==> src/rtl/assert_macros.svh <==
// Assertion macros, included by the top level of the handle table.
`ifndef ASSERT_MACROS_SVH
`define ASSERT_MACROS_SVH
`ifndef ASSERT_OFF
`define ASSERT_IMPLIES(label, clk, rst, a, c) \
   label: assert property (@(posedge clk) disable iff (rst) (a) |-> (c)) else $error("fail");
`define ASSERT_NEXT(label, clk, rst, a, c) \
   label: assert property (@(posedge clk) disable iff (rst) (a) |=> (c)) else $error("fail");
`else
`define ASSERT_IMPLIES(label, clk, rst, a, c)
`define ASSERT_NEXT(label, clk, rst, a, c)
`endif
`endif

==> src/rtl/ght_pkg.sv <==
// Types and constants for the generational handle table.
package ght_pkg;
   localparam int SLOT_COUNT = 64;
   localparam int SLOT_W = $clog2(SLOT_COUNT);
   localparam int CNT_W = 7;
   localparam logic [6:0] MARKER = 7'h5d;
   localparam logic [15:0] GEN_LIMIT_NARROW = 16'h07ff;
   localparam logic [15:0] GEN_LIMIT_WIDE = 16'hffff;

   typedef enum logic [2:0] {
      ST_FREE = 3'd0, ST_ALLOC = 3'd1, ST_DELIV = 3'd2,
      ST_CONS = 3'd3, ST_EXP = 3'd4, ST_RET = 3'd5
   } slot_state_type;

   typedef enum logic [2:0] {
      OP_ALLOC = 3'd0, OP_RESOLVE = 3'd1, OP_MARK = 3'd2, OP_CONSUME = 3'd3,
      OP_EXPIRE = 3'd4, OP_EXPIRE_USAGE = 3'd5, OP_RESET_ALL = 3'd6, OP_NONE = 3'd7
   } op_type;

   localparam logic [2:0] RS_OK = 3'd0;
   localparam logic [2:0] RS_UNKNOWN = 3'd1;
   localparam logic [2:0] RS_STALE = 3'd2;
   localparam logic [2:0] RS_CONSUMED = 3'd3;
   localparam logic [2:0] RS_FULL = 3'd4;

   localparam logic REG_FORMAT = 1'b0;
   localparam logic REG_TAG = 1'b1;

   typedef enum logic [2:0] {
      FSM_CLEAR, FSM_IDLE, FSM_READ, FSM_WRITE, FSM_DONE
   } fsm_type;

   // one slot record as kept in the slot RAM
   typedef struct packed {
      logic usage;
      logic [15:0] gen;
      slot_state_type st;
   } slot_type;

   localparam int SLOT_BITS = $bits(slot_type);

   typedef struct packed {
      logic [2:0] req_type;
      logic [63:0] token;
      logic usage_class;
      logic [31:0] payload_ref_in;
   } req_type_type;

   typedef struct packed {
      logic [2:0] status;
      logic [46:0] token_out;
      logic [31:0] payload_ref_out;
      logic usage_class_out;
      logic [6:0] active_count;
   } rsp_type;
endpackage

==> src/rtl/ght_ram.sv <==
// Generic single-port RAM with registered read.
module ght_ram #(
   parameter int WIDTH = 32,
   parameter int DEPTH = 64
) (
   input  logic                     clock,
   input  logic                     wr_en,
   input  logic [$clog2(DEPTH)-1:0] addr,
   input  logic [WIDTH-1:0]         wr_data,
   output logic [WIDTH-1:0]         rd_data
);
   logic [WIDTH-1:0] mem_ff [DEPTH];

   // write, and register the read of the old contents
   always_ff @(posedge clock) begin
      if (wr_en) begin
         mem_ff[addr] <= wr_data;
      end
      rd_data <= mem_ff[addr];
   end
endmodule

==> src/rtl/generational_handle_table.sv <==
// Top level of the generational handle table.
//
//   channel | ports        | direction
//   req     | req_*        | in, valid/ready
//   rsp     | rsp_*        | out, valid/ready
//   csr     | csr_*        | in, write only
//
// Slot records live in a RAM with registered read; the shared slot update unit
// visits one slot at a time (read, then write back).
// Token operations visit their one slot in the steps accept, read, write and result.
// Allocate stops at the slot it takes, or walks every slot when the table is full.
// Expire by usage, reset all and the unused code visit every slot.
// After reset a clearing pass over every slot holds req_ready low; the request
// side is not ready again until the result is taken.
module generational_handle_table (
   input  logic                      clock,
   input  logic                      reset,
   input  logic                      req_valid,
   output logic                      req_ready,
   input  ght_pkg::req_type_type     req_data,
   output logic                      rsp_valid,
   input  logic                      rsp_ready,
   output ght_pkg::rsp_type          rsp_data,
   input  logic                      csr_we,
   input  logic                      csr_index,
   input  logic [7:0]                csr_wdata
);
   import ght_pkg::*;
   `include "assert_macros.svh"

   logic format_ff;
   logic [7:0] tag_ff;
   fsm_type fsm_ff, fsm_in;
   req_type_type req_ff;
   rsp_type rsp_ff;
   logic [SLOT_W-1:0] idx_ff, idx_in;
   logic [CNT_W-1:0] live_ff;

   // effective tag and limit
   logic [7:0] eff_tag;
   logic [15:0] lim;
   always_comb begin
      eff_tag = format_ff ? tag_ff : {2'b0, tag_ff[5:0]};
      if (eff_tag == 8'd0) eff_tag = 8'd1;
      lim = format_ff ? GEN_LIMIT_WIDE : GEN_LIMIT_NARROW;
   end

   // token decode
   logic tok_ok;
   logic [15:0] tok_gen, tok_sl;
   always_comb begin
      logic [63:0] t;
      logic [6:0] mk;
      logic [7:0] tg;
      t = req_ff.token;
      if (!format_ff) begin
         mk = t[31:25]; tg = {2'b0, t[24:19]};
         tok_gen = {5'd0, t[18:8]}; tok_sl = {8'd0, t[7:0]};
      end else begin
         mk = t[46:40]; tg = t[39:32]; tok_gen = t[31:16]; tok_sl = t[15:0];
      end
      tok_ok = (t != 64'd0) && (format_ff || t[63:32] == 32'd0) && mk == MARKER
               && tg == eff_tag && tok_sl != 16'd0
               && tok_sl <= 16'(SLOT_COUNT) && tok_gen != 16'd0;
   end
   logic [SLOT_W-1:0] tok_slot;
   assign tok_slot = SLOT_W'(tok_sl - 16'd1);

   logic is_tok_op;
   assign is_tok_op = req_ff.req_type inside {OP_RESOLVE, OP_MARK, OP_CONSUME, OP_EXPIRE};

   // token operations visit the token slot, the others walk the scan index
   logic [SLOT_W-1:0] cur;
   assign cur = is_tok_op ? tok_slot : idx_ff;

   // slot RAM
   slot_type slot_q, slot_wd;
   logic slot_we;
   logic [SLOT_W-1:0] slot_addr;

   // shared slot unit: decide the new record of the visited slot
   slot_state_type cs, ns;
   logic [15:0] cg, ng;
   logic nu;
   logic take;
   logic [2:0] stat;
   always_comb begin
      cs = slot_q.st; cg = slot_q.gen; nu = slot_q.usage; ns = cs; ng = cg;
      take = 1'b0;
      stat = RS_OK;
      case (req_ff.req_type)
         OP_ALLOC: begin
            if (cs != ST_RET && cs != ST_ALLOC && cs != ST_DELIV) begin
               if ((cs == ST_CONS || cs == ST_EXP) && cg >= lim) begin
                  ns = ST_RET;
               end else begin
                  if (cs == ST_CONS || cs == ST_EXP) begin
                     ng = cg + 16'd1; ns = ST_FREE;
                  end
                  if (ng == 16'd0 || ng > lim) ns = ST_RET;
                  else begin
                     ns = ST_ALLOC; nu = req_ff.usage_class; take = 1'b1;
                  end
               end
            end
         end
         OP_RESOLVE, OP_MARK, OP_CONSUME, OP_EXPIRE: begin
            if (!tok_ok) stat = RS_UNKNOWN;
            else if (tok_gen != cg) stat = RS_STALE;
            else begin
               case (req_ff.req_type)
                  OP_RESOLVE: if (cs == ST_CONS) stat = RS_CONSUMED;
                     else if (cs != ST_ALLOC && cs != ST_DELIV) stat = RS_STALE;
                  OP_MARK: if (cs != ST_ALLOC) stat = RS_STALE;
                     else ns = ST_DELIV;
                  OP_CONSUME: if (cs == ST_CONS) stat = RS_CONSUMED;
                     else if (cs != ST_ALLOC && cs != ST_DELIV) stat = RS_STALE;
                     else ns = ST_CONS;
                  default: if (cs != ST_ALLOC && cs != ST_DELIV) stat = RS_STALE;
                     else ns = ST_EXP;
               endcase
            end
         end
         OP_EXPIRE_USAGE: begin
            if ((cs == ST_ALLOC || cs == ST_DELIV) && slot_q.usage == req_ff.usage_class)
               ns = ST_EXP;
         end
         OP_RESET_ALL: begin
            if (cs != ST_RET) begin
               if (cg >= lim) ns = ST_RET;
               else begin
                  ng = cg + 16'd1; ns = ST_FREE;
               end
            end
         end
         default: ;
      endcase
   end

   // liveness before and after the visit, for the running count
   logic live_old, live_new;
   assign live_old = cs == ST_ALLOC || cs == ST_DELIV;
   assign live_new = ns == ST_ALLOC || ns == ST_DELIV;

   // clear every record after reset, else write back the visited slot
   assign slot_we = fsm_ff == FSM_CLEAR || fsm_ff == FSM_WRITE;
   assign slot_addr = (fsm_ff == FSM_CLEAR) ? idx_ff : cur;
   always_comb begin
      if (fsm_ff == FSM_CLEAR) begin
         slot_wd.st = ST_FREE; slot_wd.gen = 16'd1; slot_wd.usage = 1'b0;
      end else begin
         slot_wd.st = ns; slot_wd.gen = ng; slot_wd.usage = nu;
      end
   end
   ght_ram #(.WIDTH(SLOT_BITS), .DEPTH(SLOT_COUNT)) u_slot (
      .clock(clock), .wr_en(slot_we), .addr(slot_addr),
      .wr_data(slot_wd), .rd_data(slot_q));

   // payload RAM
   logic ram_we;
   logic [SLOT_W-1:0] ram_addr;
   logic [31:0] ram_q;
   assign ram_we = fsm_ff == FSM_WRITE && take;
   assign ram_addr = cur;
   ght_ram #(.WIDTH(32), .DEPTH(SLOT_COUNT)) u_pay (
      .clock(clock), .wr_en(ram_we), .addr(ram_addr),
      .wr_data(req_ff.payload_ref_in), .rd_data(ram_q));

   // the visit in progress is the last one of this item
   logic last;
   assign last = is_tok_op || take || idx_ff == SLOT_W'(SLOT_COUNT - 1);

   // sequencer
   always_comb begin
      fsm_in = fsm_ff; idx_in = idx_ff;
      case (fsm_ff)
         FSM_CLEAR: begin
            if (idx_ff == SLOT_W'(SLOT_COUNT - 1)) begin
               fsm_in = FSM_IDLE; idx_in = '0;
            end else idx_in = idx_ff + 1'b1;
         end
         FSM_IDLE: if (req_valid) begin
            fsm_in = FSM_READ; idx_in = '0;
         end
         FSM_READ: fsm_in = FSM_WRITE;
         FSM_WRITE: begin
            if (last) fsm_in = FSM_DONE;
            else begin
               fsm_in = FSM_READ; idx_in = idx_ff + 1'b1;
            end
         end
         FSM_DONE: if (rsp_ready) fsm_in = FSM_IDLE;
         default: fsm_in = FSM_IDLE;
      endcase
   end

   always_ff @(posedge clock) begin
      if (reset) begin
         fsm_ff <= FSM_CLEAR; idx_ff <= '0;
      end else begin
         fsm_ff <= fsm_in; idx_ff <= idx_in;
      end
   end

   // csr registers
   always_ff @(posedge clock) begin
      if (reset) begin
         format_ff <= 1'b1; tag_ff <= 8'd1;
      end else if (csr_we) begin
         if (csr_index == REG_FORMAT) format_ff <= csr_wdata[0];
         else tag_ff <= csr_wdata;
      end
   end

   // live count and result datapath
   always_ff @(posedge clock) begin
      if (reset) begin
         live_ff <= '0;
      end else begin
         case (fsm_ff)
            FSM_IDLE: if (req_valid) begin
               req_ff <= req_data;
               rsp_ff <= '0;
            end
            FSM_WRITE: begin
               if (live_new && !live_old) live_ff <= live_ff + 1'b1;
               else if (live_old && !live_new) live_ff <= live_ff - 1'b1;
               if (is_tok_op) begin
                  rsp_ff.status <= stat;
                  if (req_ff.req_type == OP_RESOLVE && stat == RS_OK) begin
                     rsp_ff.payload_ref_out <= ram_q;
                     rsp_ff.usage_class_out <= slot_q.usage;
                  end
               end else if (take) begin
                  rsp_ff.token_out <= format_ff
                     ? {MARKER, eff_tag, ng, 16'(idx_ff) + 16'd1}
                     : {15'd0, MARKER, eff_tag[5:0], ng[10:0], 8'(idx_ff) + 8'd1};
               end else if (req_ff.req_type == OP_ALLOC
                            && idx_ff == SLOT_W'(SLOT_COUNT - 1)) begin
                  rsp_ff.status <= RS_FULL;
               end
            end
            default: ;
         endcase
      end
   end

   // handshakes and result
   assign req_ready = fsm_ff == FSM_IDLE;
   assign rsp_valid = fsm_ff == FSM_DONE;
   always_comb begin
      rsp_data = rsp_ff;
      rsp_data.active_count = live_ff;
   end

   `ASSERT_IMPLIES(a_excl, clock, reset, rsp_valid, !req_ready)
   `ASSERT_NEXT(a_take, clock, reset, req_valid && req_ready, fsm_ff == FSM_READ)
   `ASSERT_IMPLIES(a_cnt, clock, reset, rsp_valid, live_ff <= 7'(SLOT_COUNT))
endmodule

==> config.mk <==
export PLATFORM = sky130hd
export DESIGN_NAME = generational_handle_table
export DESIGN_NICKNAME = d
export VERILOG_FILES = /design/src/rtl/ght_pkg.sv /design/src/rtl/ght_ram.sv /design/src/rtl/generational_handle_table.sv
export VERILOG_INCLUDE_DIRS = /design/src /design/src/rtl
export SDC_FILE = /design/constraint.sdc
export NUM_CORES = 2
export LEC_CHECK = 0
export ABC_AREA = 1
export BUFFER_PORTS_ARGS = -buffer_cell sky130_fd_sc_hd__buf_2
export CAP_MARGIN = 5
export CORE_ASPECT_RATIO = 1.1
export CORE_MARGIN = 3
export CORE_UTILIZATION = 39
export CTS_CLUSTER_SIZE = 20
export DETAILED_ROUTE_END_ITERATION = 12
export PLACE_DENSITY = 0.58
export SYNTH_ARGS = -nofsm -noshare
export SYNTH_HDL_FRONTEND = slang
export SYNTH_SLANG_ARGS = --single-unit
==> constraint.sdc <==
create_clock -name clock -period 7.9 [get_ports clock]
set_input_delay 1.975 -clock clock [delete_from_list [all_inputs] [get_ports clock]]
set_output_delay 1.975 -clock clock [all_outputs]
set_load 0.02 [all_outputs]
==> impl_metrics.csv <==
group,metric,value,unit
status,outcome,"complete, no violations",
layout,areaGrowthSynthToFinish,14.5,%
layout,stdcell_area,0.156,mm^2
cts,numCtsBuffers,371,
synthesis,seq_area_frac_synth,78.5,%
setup_path,crit_fanout,19,
drt,drc_errors,0,
min_path,hp-start,"live_ff[0]",
drt,first_pass_iters,8,
global_route,grt_pass1_wl,596,mm
floorplan,start_util,39.3,%
layout,layout_commonest_cell,"edfxtp_1",
place,placed_area,0.144,mm^2
global_route,antenna_found_initial,21,
setup_path,r2r_cells,20,
min_path,worstHoldPathCells,1,
layout,fin_util,45.0,%
timing,fmax,165,MHz
synthesis,syn_inst,9586,
run,maxCapViolations,0,
layout,fillCellCount,30367,
place,hpwl,244,mm
floorplan,core,0.346,mm^2
timing,finalCritPeriodShare,76.7,%
synthesis,synth_edf_count,3504,
timing,fin_worst_skew,0.0638,ns
synthesis,ys_warn_count,0,
synthesis,synth_area_leaders,"edfxtp_1, nand2_1, a22oi_1",
cts,htreeDepth,5,
drt,routed_wl,423,mm
drt,ant_nets,0,
min_path,min_to,"live_ff[0]",
layout,nets,10107,
cts,path_clk_slew,0.06,ns
cts,postCtsSetupRepairBufs,0,
layout,multi_input_area,0.0269,mm^2
timing,hold_viol_final,0,
pwr,ir_worst_vdd,189,uV
setup_path,path_class,"register to register",
setup_path,critPathCaptureType,"register",
timing,worst_pin_slew,1.29,ns
cts,post_cts_resize_count,0,
pwr,leakage,52.4,nW
floorplan,row_count,226,
drt,first_iter_violations,10654,
setup_path,regToRegEndpoint,"u_pay.mem_ff[47][22]",
synthesis,avgSynthCellArea,14.2,um^2
global_route,overflow,0,
place,dp.cells,14159,
global_route,grt_pass1_vias,81349,
floorplan,ios,206,
drt,via_count,83784,
cts,root_buffer,"clkbuf_16",
synthesis,ys_ff_latch,3581,
drt,wl_per_cell,28.5,um
min_path,hold_class,"register to register",
setup_path,cp.arrival,6.69,ns
setup_path,reg2reg_slack,1.84,ns
cts,clock_latency,0.95,ns
global_route,grtUsageTotal,23.0,%
timing,setup_viol,0,
synthesis,synth.top_cell.area_share,77.4,%
layout,drive_above_1_share,12.3,%
timing,setup-tns-final,0,ns
cts,ctsHoldBuffers,0,
timing,drv_slew,0,
cts,clock_sinks,3581,
drt,routed_via_density,5.64,
setup_path,crit_required,8.53,ns
layout,final_cells,14845,
synthesis,ys_types,53,
setup_path,cp-start-kind,"register",
pwr,power,39.3,mW
setup_path,r2r-start,"u_slot.rd_data[0]",
timing,fin_crit,6.06,ns
floorplan,die-area,0.356,mm^2
synthesis,syn-cell-area,0.136,mm^2
place,place_congestion,0.911,
synthesis,synthArstFlopShare,0,%
synthesis,synth_largest_area_cell,"edfxtp_1",
cts,cts_tree,"done",
timing,rsz0062_at_grt,"no",
global_route,grt_max_degree,131,
cts,clock_path_buffers,4,
pwr,powerDensity,253,mW/mm^2
timing,slew-limit-headroom,13.0,%
synthesis,synth_ff_type,"edfxtp_1",
floorplan,die_w,569,um
floorplan,die_y,625,um
place,port_buffers,202,
layout,layout_common_cells,"edfxtp_1, nand2_1, a22oi_1",
layout,ff_latch_area,0.107,mm^2
flip-flops by register name, indices dropped and copies added, names as in the netlist:
signal,flops
req_ff,100
u_slot.mem_ff,1280
u_pay.rd_data,32
u_slot.rd_data,20
idx_ff,6
u_pay.mem_ff,2048
tag_ff,8
format_ff,1
fsm_ff,3
live_ff,7
rsp_data,76
power breakdown:
part | internal (mW) | switching, mW
Sequential | 20.6 | 0.0607
Combinational | 0.429 | 1.14
Clock | 9.78 | 7.32
Total | 30.8 | 8.52
routing by layer:
layer	GRT usage (%)	up-vias	wire length, um
met5	0	-	37
met4	11.7	4	23600
met3	3.16	783	33200
met2	37.7	4232	203000
met1	30.1	42382	163000
li1	-	36383	-
area by class of cell:
type,instances,share of cell area [%]
multi-input cells,5244,17.3
repair buffers,475,2.09
flip-flops and latches,3581,68.6
diodes,9,0.0145
well taps,4560,3.67
clock buffers,460,6.36
inverters,300,0.766
clock inverters,216,1.23
Yosys cell counts, types with 22 or more instances:
cell      count
o21ai_0     197
nand3b_1     24
o21ai_1      38
nand4_1     332
nor3_1       30
inv_2        30
inv_1       267
a21oi_1     314
nand3_1     174
nor2_1      556
buf_1        44
dfxtp_1      77
clkbuf_1    175
o21a_1       22
edfxtp_1   3504
a22oi_1     924
nand2_1    2457
buf_2       226
stage by stage:
| step | worst slack [ns] | hold WS, ns |
|---|---|---|
| 2_1_floorplan | 0.905 | 0.473 |
| 3_5_place_dp | 1.93 | 0.510 |
| 5_1_grt | 1.57 | 0.545 |
| 6_report | 1.84 | 0.514 |
| 3_3_place_gp | 1.63 | 0.506 |
| 4_1_cts | 1.91 | 0.521 |
cell families after synthesis:
family	count (synthesis)	share of synthesized area (%)
XOR/XNOR	21	0.135
AO/OA/AOI/OAI	1575	7.74
buffers and inverters	763	2.37
other	1	0.00276
AND/OR/NAND/NOR	3625	11.0
adder cells (fa/ha/maj)	20	0.190
flip-flops	3581	78.5
critical path, cell delays in order (launching register included):
cell,delay [ns]
dfxtp_1,0.37
inv_1,0.17
nand3_1,0.23
nand2_2,0.39
inv_2,0.22
o21ai_0,0.38
inv_1,0.09
ha_1,0.29
nand4_1,0.13
nor2_1,0.14
nand3_1,0.10
nor2_1,0.11
nand2_1,0.05
nor2_1,0.10
nand2_1,0.07
nand2_1,0.10
nand4_2,0.51
inv_2,0.43
nand3_2,0.59
nor2_4,0.86
buf_4,0.39
worst max-delay path by stage:
stage               cells past startpoint               from  slack (ns)                    to
floorplan                               4              reset        0.90             req_ff[0]
global placement                       22  u_slot.rd_data[3]        1.63   u_pay.mem_ff[9][30]
detailed placement                     22  u_slot.rd_data[3]        1.93   u_pay.mem_ff[9][16]
CTS                                    22  u_slot.rd_data[3]        1.91   u_pay.mem_ff[5][15]
global route                           22  u_slot.rd_data[3]        1.57   u_pay.mem_ff[5][15]
finish                                 20  u_slot.rd_data[0]        1.84  u_pay.mem_ff[47][22]
(Power assumes the default switching activity.)
